$ cat src/rtl/lrb_pkg.sv
`default_nettype none

package lrb_pkg;

   localparam int NumSections = 6;
   localparam int ByteW       = 8;
   localparam int SecW        = 3;
   localparam int LedW        = 6;
   localparam int RingW       = 40;
   localparam int ShiftBits   = NumSections * ByteW;
   localparam int CntW        = 6;

   localparam logic [3:0] OP_WRITE     = 4'd0;
   localparam logic [3:0] OP_OR        = 4'd1;
   localparam logic [3:0] OP_AND       = 4'd2;
   localparam logic [3:0] OP_LOAD      = 4'd3;
   localparam logic [3:0] OP_SET_LED   = 4'd4;
   localparam logic [3:0] OP_ROTATE    = 4'd5;
   localparam logic [3:0] OP_READ_SEC  = 4'd6;
   localparam logic [3:0] OP_READ_LED  = 4'd7;
   localparam logic [3:0] OP_CLEAR     = 4'd8;
   localparam logic [3:0] OP_REFRESH   = 4'd9;

   localparam logic [SecW-1:0] SEC_LIMIT = SecW'(NumSections);
   localparam logic [LedW-1:0] LED_LIMIT = LedW'(RingW);
   localparam logic [CntW-1:0] LAST_BIT  = CntW'(ShiftBits - 1);
   localparam logic [5:0]      STEP_WRAP = 6'(RingW);

   typedef logic [ByteW-1:0] byte_type;

   typedef enum logic [1:0] {
      ST_IDLE,
      ST_SHIFT,
      ST_ANSWER
   } state_type;

   typedef struct packed {
      logic apply;
      logic shift;
      logic answer;
   } cmd_type;

   // Wheel LEDs are grouped by eight: white, green, blue, red, yellow.
   function automatic logic [SecW-1:0] led_section(input logic [LedW-1:0] n);
      logic [SecW-1:0] s;
      case (n[5:3])
         3'd0:    s = 3'd3;
         3'd1:    s = 3'd2;
         3'd2:    s = 3'd1;
         3'd3:    s = 3'd5;
         3'd4:    s = 3'd4;
         default: s = 3'd0;
      endcase
      return s;
   endfunction

   function automatic byte_type led_mask(input logic [LedW-1:0] n);
      return byte_type'(8'h80 >> n[2:0]);
   endfunction

endpackage

`default_nettype wire

$ cat src/rtl/lrb_ctrl.sv
`default_nettype none

module lrb_ctrl (
   input  wire logic            clock,
   input  wire logic            reset,
   input  wire logic            start,
   input  wire logic [3:0]      op,
   input  wire logic            do_refresh,
   input  wire logic            last_bit,
   output logic                 busy,
   output lrb_pkg::cmd_type     cmd
);
   import lrb_pkg::*;

   state_type state_ff;
   state_type state_in;

   always_comb begin
      state_in = state_ff;
      unique case (state_ff)
         ST_IDLE: begin
            if (start) begin
               case (op) inside
                  OP_WRITE, OP_OR, OP_AND, OP_SET_LED, OP_ROTATE:
                     state_in = do_refresh ? ST_SHIFT : ST_IDLE;
                  OP_LOAD, OP_CLEAR, OP_REFRESH:
                     state_in = ST_SHIFT;
                  OP_READ_SEC, OP_READ_LED:
                     state_in = ST_ANSWER;
                  default:
                     state_in = ST_IDLE;
               endcase
            end
         end
         ST_SHIFT: begin
            if (last_bit) state_in = ST_IDLE;
         end
         ST_ANSWER: begin
            state_in = ST_IDLE;
         end
         default: begin
            state_in = ST_IDLE;
         end
      endcase
   end

   always_comb begin
      busy       = (state_ff != ST_IDLE);
      cmd.apply  = (state_ff == ST_IDLE) && start;
      cmd.shift  = (state_ff == ST_SHIFT);
      cmd.answer = (state_ff == ST_ANSWER);
   end

   always_ff @(posedge clock) begin
      if (reset) begin
         state_ff <= ST_IDLE;
      end else begin
         state_ff <= state_in;
      end
   end

endmodule

`default_nettype wire

$ cat src/rtl/lrb_datapath.sv
`default_nettype none

module lrb_datapath (
   input  wire logic                   clock,
   input  wire logic                   reset,
   input  wire lrb_pkg::cmd_type       cmd,
   input  wire logic [3:0]             op,
   input  wire logic [lrb_pkg::SecW-1:0] section,
   input  wire logic [7:0]             data_byte,
   input  wire logic [lrb_pkg::LedW-1:0] led_number,
   input  wire logic                   direction,
   input  wire logic [5:0]             steps,
   input  wire logic [lrb_pkg::RingW-1:0] wheel_bits,
   output logic                        last_bit,
   output logic                        out_kind,
   output logic                        out_serial_bit,
   output logic                        out_latch_enable,
   output logic [7:0]                  out_read_data,
   output logic                        out_last
);
   import lrb_pkg::*;

   byte_type                store_ff [NumSections];
   byte_type                store_in [NumSections];
   logic                    enable_ff;
   logic [ShiftBits-1:0]    shift_ff;
   logic [CntW-1:0]         cnt_ff;
   byte_type                answer_ff;
   byte_type                answer_in;

   logic                    led_op;
   logic                    led_ok;
   logic                    sec_ok;
   logic [SecW-1:0]         addr;
   logic                    addr_ok;
   byte_type                sel_byte;
   byte_type                mask;
   logic [RingW-1:0]        ring;
   logic [RingW-1:0]        ring_rot;
   logic [2*RingW-1:0]      ring_dbl;
   logic [2*RingW-1:0]      ring_sh;
   logic [5:0]              step_mod;

   // One read address serves both the section ops and the wheel LED ops.
   always_comb begin
      led_op   = (op == OP_SET_LED) || (op == OP_READ_LED);
      led_ok   = (led_number < LED_LIMIT);
      sec_ok   = (section < SEC_LIMIT);
      mask     = led_mask(led_number);
      addr     = led_op ? led_section(led_number) : section;
      addr_ok  = led_op ? led_ok : sec_ok;
      sel_byte = addr_ok ? store_ff[addr] : '0;
   end

   always_comb begin
      ring     = {store_ff[5], store_ff[4], store_ff[3], store_ff[2], store_ff[1]};
      step_mod = (steps >= STEP_WRAP) ? steps - STEP_WRAP : steps;
      ring_dbl = {ring, ring};
      if (direction) begin
         ring_sh  = ring_dbl << step_mod;
         ring_rot = ring_sh[2*RingW-1:RingW];
      end else begin
         ring_sh  = ring_dbl >> step_mod;
         ring_rot = ring_sh[RingW-1:0];
      end
   end

   always_comb begin
      for (int i = 0; i < NumSections; i++) begin
         store_in[i] = store_ff[i];
      end
      answer_in = '0;
      case (op)
         OP_WRITE: begin
            if (sec_ok) store_in[addr] = data_byte;
         end
         OP_OR: begin
            if (sec_ok) store_in[addr] = sel_byte | data_byte;
         end
         OP_AND: begin
            if (sec_ok) store_in[addr] = sel_byte & data_byte;
         end
         OP_LOAD: begin
            for (int i = 1; i < NumSections; i++) begin
               store_in[i] = wheel_bits[(i-1)*ByteW +: ByteW];
            end
         end
         OP_SET_LED: begin
            if (led_ok) begin
               store_in[addr] = (data_byte != '0) ? (sel_byte | mask) : (sel_byte & ~mask);
            end
         end
         OP_ROTATE: begin
            for (int i = 1; i < NumSections; i++) begin
               store_in[i] = ring_rot[(i-1)*ByteW +: ByteW];
            end
         end
         OP_READ_SEC: begin
            answer_in = sel_byte;
         end
         OP_READ_LED: begin
            answer_in = byte_type'((sel_byte & mask) != '0);
         end
         OP_CLEAR: begin
            for (int i = 0; i < NumSections; i++) begin
               store_in[i] = '0;
            end
         end
         default: begin
         end
      endcase
   end

   always_ff @(posedge clock) begin
      if (reset) begin
         for (int i = 0; i < NumSections; i++) begin
            store_ff[i] <= '0;
         end
         enable_ff <= 1'b0;
         cnt_ff    <= '0;
      end else if (cmd.apply) begin
         for (int i = 0; i < NumSections; i++) begin
            store_ff[i] <= store_in[i];
         end
         cnt_ff <= '0;
      end else if (cmd.shift) begin
         cnt_ff <= cnt_ff + CntW'(1);
         if (last_bit) enable_ff <= 1'b1;
      end
   end

   // The shift line holds the updated buffer, last section and MSB first.
   always_ff @(posedge clock) begin
      if (cmd.apply) begin
         shift_ff  <= {store_in[5], store_in[4], store_in[3],
                       store_in[2], store_in[1], store_in[0]};
         answer_ff <= answer_in;
      end else if (cmd.shift) begin
         shift_ff <= {shift_ff[ShiftBits-2:0], 1'b0};
      end
   end

   always_comb begin
      last_bit         = (cnt_ff == LAST_BIT);
      out_kind         = cmd.answer;
      out_serial_bit   = cmd.shift & shift_ff[ShiftBits-1];
      out_latch_enable = cmd.shift ? last_bit : enable_ff;
      out_read_data    = cmd.answer ? answer_ff : '0;
      out_last         = cmd.answer | (cmd.shift & last_bit);
   end

endmodule

`default_nettype wire

$ cat src/rtl/led_ring_buffer_shift_driver_unit.sv
`default_nettype none
// LED ring buffer shift driver.
// An item is taken at a clock edge where start is high and busy is low; its op
// updates the six-section LED buffer at that same edge. busy stays high while
// results are being sent and no new item is taken.
// Results leave on the rsp_ ports, one per cycle, each marked by rsp_valid for
// exactly one cycle; the receiver cannot hold them off.
// A refresh sends 48 serial bits, last section first and MSB first, after the
// item is taken, one bit per cycle from the shift line; latch enable is low
// on the first 47 bits and high on the last.
// A read sends one answer in the cycle after the item is taken.
// An item that causes no result leaves busy low, so the next item may follow
// in the next cycle. Synchronous reset clears the buffer, the enable level
// and the controller; no item is in flight afterwards.
module led_ring_buffer_shift_driver_unit (
   input  wire logic                       clock,
   input  wire logic                       reset,
   input  wire logic                       start,
   output logic                            busy,
   input  wire logic [3:0]                 req_op,
   input  wire logic [lrb_pkg::SecW-1:0]   req_section,
   input  wire logic [7:0]                 req_data_byte,
   input  wire logic [lrb_pkg::LedW-1:0]   req_led_number,
   input  wire logic                       req_direction,
   input  wire logic [5:0]                 req_steps,
   input  wire logic                       req_do_refresh,
   input  wire logic [lrb_pkg::RingW-1:0]  req_wheel_bits,
   output logic                            rsp_valid,
   output logic                            rsp_kind,
   output logic                            rsp_serial_bit,
   output logic                            rsp_latch_enable,
   output logic [7:0]                      rsp_read_data,
   output logic                            rsp_last
);
   import lrb_pkg::*;

   cmd_type cmd;
   logic    last_bit;

   lrb_ctrl u_ctrl (
      .clock      (clock),
      .reset      (reset),
      .start      (start),
      .op         (req_op),
      .do_refresh (req_do_refresh),
      .last_bit   (last_bit),
      .busy       (busy),
      .cmd        (cmd)
   );

   lrb_datapath u_datapath (
      .clock            (clock),
      .reset            (reset),
      .cmd              (cmd),
      .op               (req_op),
      .section          (req_section),
      .data_byte        (req_data_byte),
      .led_number       (req_led_number),
      .direction        (req_direction),
      .steps            (req_steps),
      .wheel_bits       (req_wheel_bits),
      .last_bit         (last_bit),
      .out_kind         (rsp_kind),
      .out_serial_bit   (rsp_serial_bit),
      .out_latch_enable (rsp_latch_enable),
      .out_read_data    (rsp_read_data),
      .out_last         (rsp_last)
   );

   assign rsp_valid = cmd.shift | cmd.answer;

endmodule

`default_nettype wire

$ cat config.mk
export PLATFORM = sky130hd
export DESIGN_NAME = led_ring_buffer_shift_driver_unit
export DESIGN_NICKNAME = d
export VERILOG_FILES = /design/src/rtl/lrb_pkg.sv /design/src/rtl/lrb_ctrl.sv /design/src/rtl/lrb_datapath.sv /design/src/rtl/led_ring_buffer_shift_driver_unit.sv
export SDC_FILE = /design/constraint.sdc
export NUM_CORES = 1
export LEC_CHECK = 0
export BUFFER_PORTS_ARGS = -buffer_cell sky130_fd_sc_hd__buf_2
export CAP_MARGIN = 10
export CORE_ASPECT_RATIO = 0.75
export CORE_MARGIN = 2
export CORE_UTILIZATION = 25
export CTS_BUF_LIST = sky130_fd_sc_hd__clkbuf_2 sky130_fd_sc_hd__clkbuf_4 sky130_fd_sc_hd__clkbuf_8
export CTS_CLUSTER_SIZE = 14
export DETAILED_ROUTE_END_ITERATION = 6
export PLACE_DENSITY = 0.41
export SKIP_CTS_REPAIR_TIMING = 1
export SYNTH_ARGS = -nofsm -noshare
export SYNTH_HDL_FRONTEND = slang
export SYNTH_HIERARCHICAL = 1
export SYNTH_SLANG_ARGS = --single-unit
$ cat constraint.sdc
create_clock -name clock -period 3.4 [get_ports clock]
set_input_delay 0.17 -clock clock [delete_from_list [all_inputs] [get_ports clock]]
set_output_delay 0.17 -clock clock [all_outputs]
set_load 0.02 [all_outputs]
# Yosys cells after proc, flatten, opt, wreduce, memory -nomap -nowiden

Memory sizes are Yosys's and may differ from the RTL's.
Cells that the tools add are included.

Register bits: 65
Bits in writable memories: 48
Input port bits: 72
Output and inout bits: 14
Word-level logic and storage cells: 110
Memories kept: 1

Memory list:

| name                | words | width | read ports | clocked after Yosys merged registers in | write ports | line               | RTL |
|---|---|---|---|---|---|---|---|
| u_datapath.store_ff | 6     | 8     | 7          | 0                                       | 6           | lrb_datapath.sv:23 | `byte_type store_ff [NumSections];` |

$add $sub $neg: 2
$lt $le $gt $ge: 5
Eq/ne operators: 18
Shift-type cells: 3
Muxes and demuxes: 42
Bitwise logic cells: 18
Reductions and logical operators: 16

Operator list:

| cell                | number |
|---|---|
| $mux 48             | 6 |
| $pmux 40 s7         | 1 |
| $bwmux 48           | 4 |
| $mux 8              | 10 |
| $shl 80x6->80       | 1 |
| $shr 80x6->40       | 1 |
| $mux 40             | 1 |
| $pmux 8 s5          | 1 |
| $and 8x8->8         | 3 |
| $demux 8 s3         | 1 |
| $eq 4x3->1 const B  | 4 |
| $or 8x8->8          | 2 |
| $pmux 8 s2          | 1 |
| $reduce_bool 8->1   | 2 |
| $pmux 3 s5          | 1 |
| $mux 2              | 5 |
| $eq 4x2->1 const B  | 2 |
| $eq 4x4->1 const B  | 2 |
| $mux 1              | 8 |
| $not 8->8           | 1 |
| $or 1x1->1          | 8 |
| $shr 8x3->8 const A | 1 |
| $add 6x1->6 const B | 1 |
| $eq 3x2->1 const B  | 2 |
| other kinds (31)    | 35 |

# Longest topological paths before layout

Depth in word-level cells: 12
Depth in mapped cells: 13
Gate-level depth less buffers: 11

# Cells and area by module

The synthesis kept the hierarchy.

By module, submodules not included:

| module                            | instances | cells an instance | area an instance (um^2) | sequential area each (um^2) |
|---|---|---|---|---|
| lrb_datapath                      | 1         | 1,905             | 15,936.5                | 3,263.1 |
| lrb_ctrl                          | 1         | 14                | 135.1                   | 40.0 |
| led_ring_buffer_shift_driver_unit | 1         | 1                 | 6.3                     | 0.0 |

# Worst setup path after synthesis

No wires, ideal clock.

Path kind: input to register
From: input req_steps[1]
To: register u_datapath.shift_ff[33] (data pin)
Setup time: 265 ps
Arrival: 2,816 ps
Required time: 3,135 ps
Path slack: 320 ps
Stages: 10
Buffers on the path: 3
Cells stage by stage: buf_4 buf_4 buf_2 mux4_2 mux4_2 a211o_1 o221ai_1 nand3_1 o32ai_1 o21ai_1

Cells in the longest elaborated chain, start to end: 6
Elaborated cells between the ends (all ways): 8
Those cells by class: add/sub: 1; order compare: 1; shift: 2; mux: 4

Ends and longest elaborated chain:

| item                                           | line                                    | RTL |
|---|---|---|
| start: declaration                             | led_ring_buffer_shift_driver_unit.sv:25 | `input wire logic [5:0] req_steps,` |
| $sub 6x6->6 or $ge 6x6->1 (tied branches)      | lrb_datapath.sv:57                      | `step_mod = (steps >= STEP_WRAP) ? steps - STEP_WRAP : steps;` |
| $mux 6 *                                       | lrb_datapath.sv:57                      |  |
| $shr 80x6->40 or $shl 80x6->80 (tied branches) | lrb_datapath.sv:63, lrb_datapath.sv:60  |  |
| $mux 40 *                                      | lrb_datapath.sv:59                      | `if (direction) begin` |
| $pmux 40 s7 *                                  | lrb_datapath.sv:73                      | `case (op)` |
| $mux 48 *                                      | lrb_datapath.sv:134                     | `if (cmd.apply) begin` |
| end signal: assignment                         | lrb_datapath.sv:135                     | `shift_ff <= {store_in[5], store_in[4], store_in[3],` |
| end signal: assignment                         | lrb_datapath.sv:139                     | `shift_ff <= {shift_ff[ShiftBits-2:0], 1'b0};` |
| end: declaration                               | lrb_datapath.sv:26                      | `logic [ShiftBits-1:0] shift_ff;` |

Every way passes the cells marked *; elsewhere a longest branch is shown, timed or not.
A chain may end at the register's enable or synchronous reset.

==> flow_summary.ini <==
[status]
run_status = finished, violations left
violations = setup timing

[worst_setup_path]
worstPathRequired_ns = 3.63
worstSetupStartpoint = u_datapath/store_ff[4][6]
critPathLaunchType = register
path_class = register to register
crit_chain = buf_6 -> mux2_4 -> mux2_4 -> mux4_2 -> mux4_2 -> o211ai_1 -> and4_4 -> nor2_2
timing.rr.start = u_datapath/store_ff[4][6]
path_max_fanout = 6
worst_path_max_delay_cell = edfxtp_1
critPathMaxStageDelay_ns = 0.57
critPathCaptureType = register
arrival_ns = 3.80

[pwr]
p_per_area_mw_per_mm2 = 336
p_leak_nw = 8.40
vdd_drop_max_v = 0.000198
power_mw = 7.29

[global_route]
grt_use_total_pct = 30.3
antenna_found_initial = 1
grt_max_degree = 55
first_global_vias = 18400
grt_pass1_wl_um = 145000
gr-total-overflow = 0

[synth]
yosysMostFrequentCell = nor2_1
synth_area_leaders = edfxtp_1, mux4_2, mux2_2, a21oi_1, o21ai_0
synth_seq_area_share_pct = 20.5
synth_top_family_by_area = compound AO/OA/AOI/OAI gates
synth_edf_count = 104
synth_fa_ha_area_share_pct = 0.156
synth_compound_area_share_pct = 28.7
syn-num-nets = 1994
syn_area_per_cell_um2 = 8.37
yosys_warnings = 6
synth_xor_area_share_pct = 0.327
synth_ff_type = edfxtp_1
synth_area_mm2 = 0.0161
synth_cell_types = 89
synth_cells = 1920
async_flop_share_pct = 0
netlist.area_leader.share_pct = 19.4
synth_mux_area_share_pct = 26.8
synth-simple-area-share_pct = 17.2
synth_area_leader_cell = edfxtp_1
synthTopCellsByCount = nor2_1, a21oi_1, o21ai_0
yosys_register_bits = 113

[final_layout]
drive_gt1_share_pct = 39.6
seqCellArea_mm2 = 0.00330
fin_nets = 2379
fill_cells = 6616
syn2layout_area_growth_pct = 35.1
multi_input_area_mm2 = 0.0123
fin_area_mm2 = 0.0217

[timing]
rsz0062_at_grt = true
max_freq_ghz = 0.280
min_period_ns = 3.57
setup_slack_ns = -0.170
period_share_pct = 105
setup_viol = 9
worstMarginPinSlew_ns = 0.980
slew_headroom_pct = 34.4
drv_slew = 0
skew_ns = 0.0228
hold_violations = 0

[floorplanning]
start_util_pct = 25.3
core_mm2 = 0.0636
fp.dieW_um = 297
ioPinCount = 86
die_y_um = 224
dieArea_mm2 = 0.0664
rows = 80

[placement]
place_congestion = 1.05
hpwlAfterDp_um = 83700
port_buffers = 85
placed_cell_area_mm2 = 0.0205

[route]
routedWlPerCell_um = 32.7
wl_um = 104000
vias = 20100
viasPerCell = 6.32
drt_iter0_markers = 3058
ant_nets = 0
drc = 0
firstDrtPassIters = 6

[clock_network]
clk_pin_slew_ns = 0.09
cts_buffers = 17
clockRootBuffer = clkbuf_8
cts_sinks = 113
clk_path_buf_depth = 2
clk_latency_ns = 0.50
htreeDepth = 4
cts_tree = built

[min_path]
hold_path_class = primary input to register
min_from = reset

[flow_run]
maxCapViolations = 0
## cell type report
| cell class | count | area share [%] |
|---|---|---|
| Antenna cell | 1 | 0.0115 |
| Clock buffer | 17 | 1.08 |
| Clock inverter | 15 | 0.732 |
| Inverter | 36 | 0.622 |
| Multi-Input combinational cell | 1566 | 56.6 |
| Sequential cell | 113 | 15.2 |
| Tap cell | 861 | 4.96 |
| Timing Repair Buffer | 571 | 20.8 |
## stage by stage
stage / setup TNS [ns] / instances / utilization (%) / hold slack, ns / setup slack [ns]
after detailed placement: -7.53 / 3109 / 32.3 / 0.464 / -0.540
after floorplan: 0 / 1920 / - / 0.241 / 0.320
after global placement: -8.13 / 3109 / 32.3 / 0.457 / -0.537
after global routing: -1.04 / 3179 / 34.2 / 0.0541 / -0.148
after CTS: -4.23 / 3141 / 32.9 / 0.0337 / -0.344
final: -0.632 / 3180 / 34.2 / 0.0628 / -0.170
## cell usage in the layout (no fill, tap or decap), drive strengths merged, types with 12 or more instances in the layout
master,instances
a22oi,20
nor2,193
and3,21
mux2i,67
inv,46
nand3,66
a21oi,177
nand2b,13
o21a,13
a31oi,29
o2bb2ai,14
o21ai,165
nor3,57
a221oi,15
o31ai,19
and2,23
nand2,133
o22ai,35
clkbuf,17
mux4,115
mux2,92
o211ai,36
a211oi,23
o32ai,12
buf,571
edfxtp,104
## critical path: cells and delay by family, from the launching register on
family                 cells  cell delay, ns
multiplexers               4            1.57
AND/OR/NAND/NOR            2            0.43
flip-flops                 1            0.57
buffers and inverters      1            0.21
AO/OA/AOI/OAI              1            0.53
## registers in the layout, summed over array words and instances (netlist names)
name                  flops
u_datapath/cnt_ff         6
u_datapath/enable_ff      1
u_datapath/answer_ff      8
u_datapath/store_ff      48
u_datapath/shift_ff      48
u_ctrl/state_ff           2
## cells by family after synthesis
group,Yosys count
compound gates,701
simple gates,583
mux,274
buf+inv,241
flops,113
xor+xnor,6
fa+ha+maj,2
## where the power goes
| part | switching (mW) | total [mW] | internal, mW | leakage, nW |
|---|---|---|---|---|
| sequential | 0.123 | 1.83 | 1.71 | 1.16 |
| combinational | 2.36 | 4.06 | 1.70 | 7.04 |
| clock | 0.790 | 1.40 | 0.613 | 0.198 |
| total | 3.27 | 7.29 | 4.02 | 8.40 |
## worst paths after layout
kind	cells past startpoint	slack, ns	to
max	8	-0.17	u_datapath/store_ff[5][1]
min	2	0.06	u_datapath/enable_ff
max reg2reg	8	-0.17	u_datapath/store_ff[5][1]
min reg2reg	2	0.48	u_datapath/enable_ff
## metal layers
layer  routed length (um)  vias to the layer above  share of wire [%]  GRT usage, %
met5                   71                        -              0.068             0
met1                47100                    10200                 45          45.9
li1                     -                     8350                  -             -
met3                14500                      166                 14          10.8
met4                 3180                        2                3.1          8.60
met2                39100                     1418                 38          39.4
Note: power is estimated with default switching activity, not from simulation.
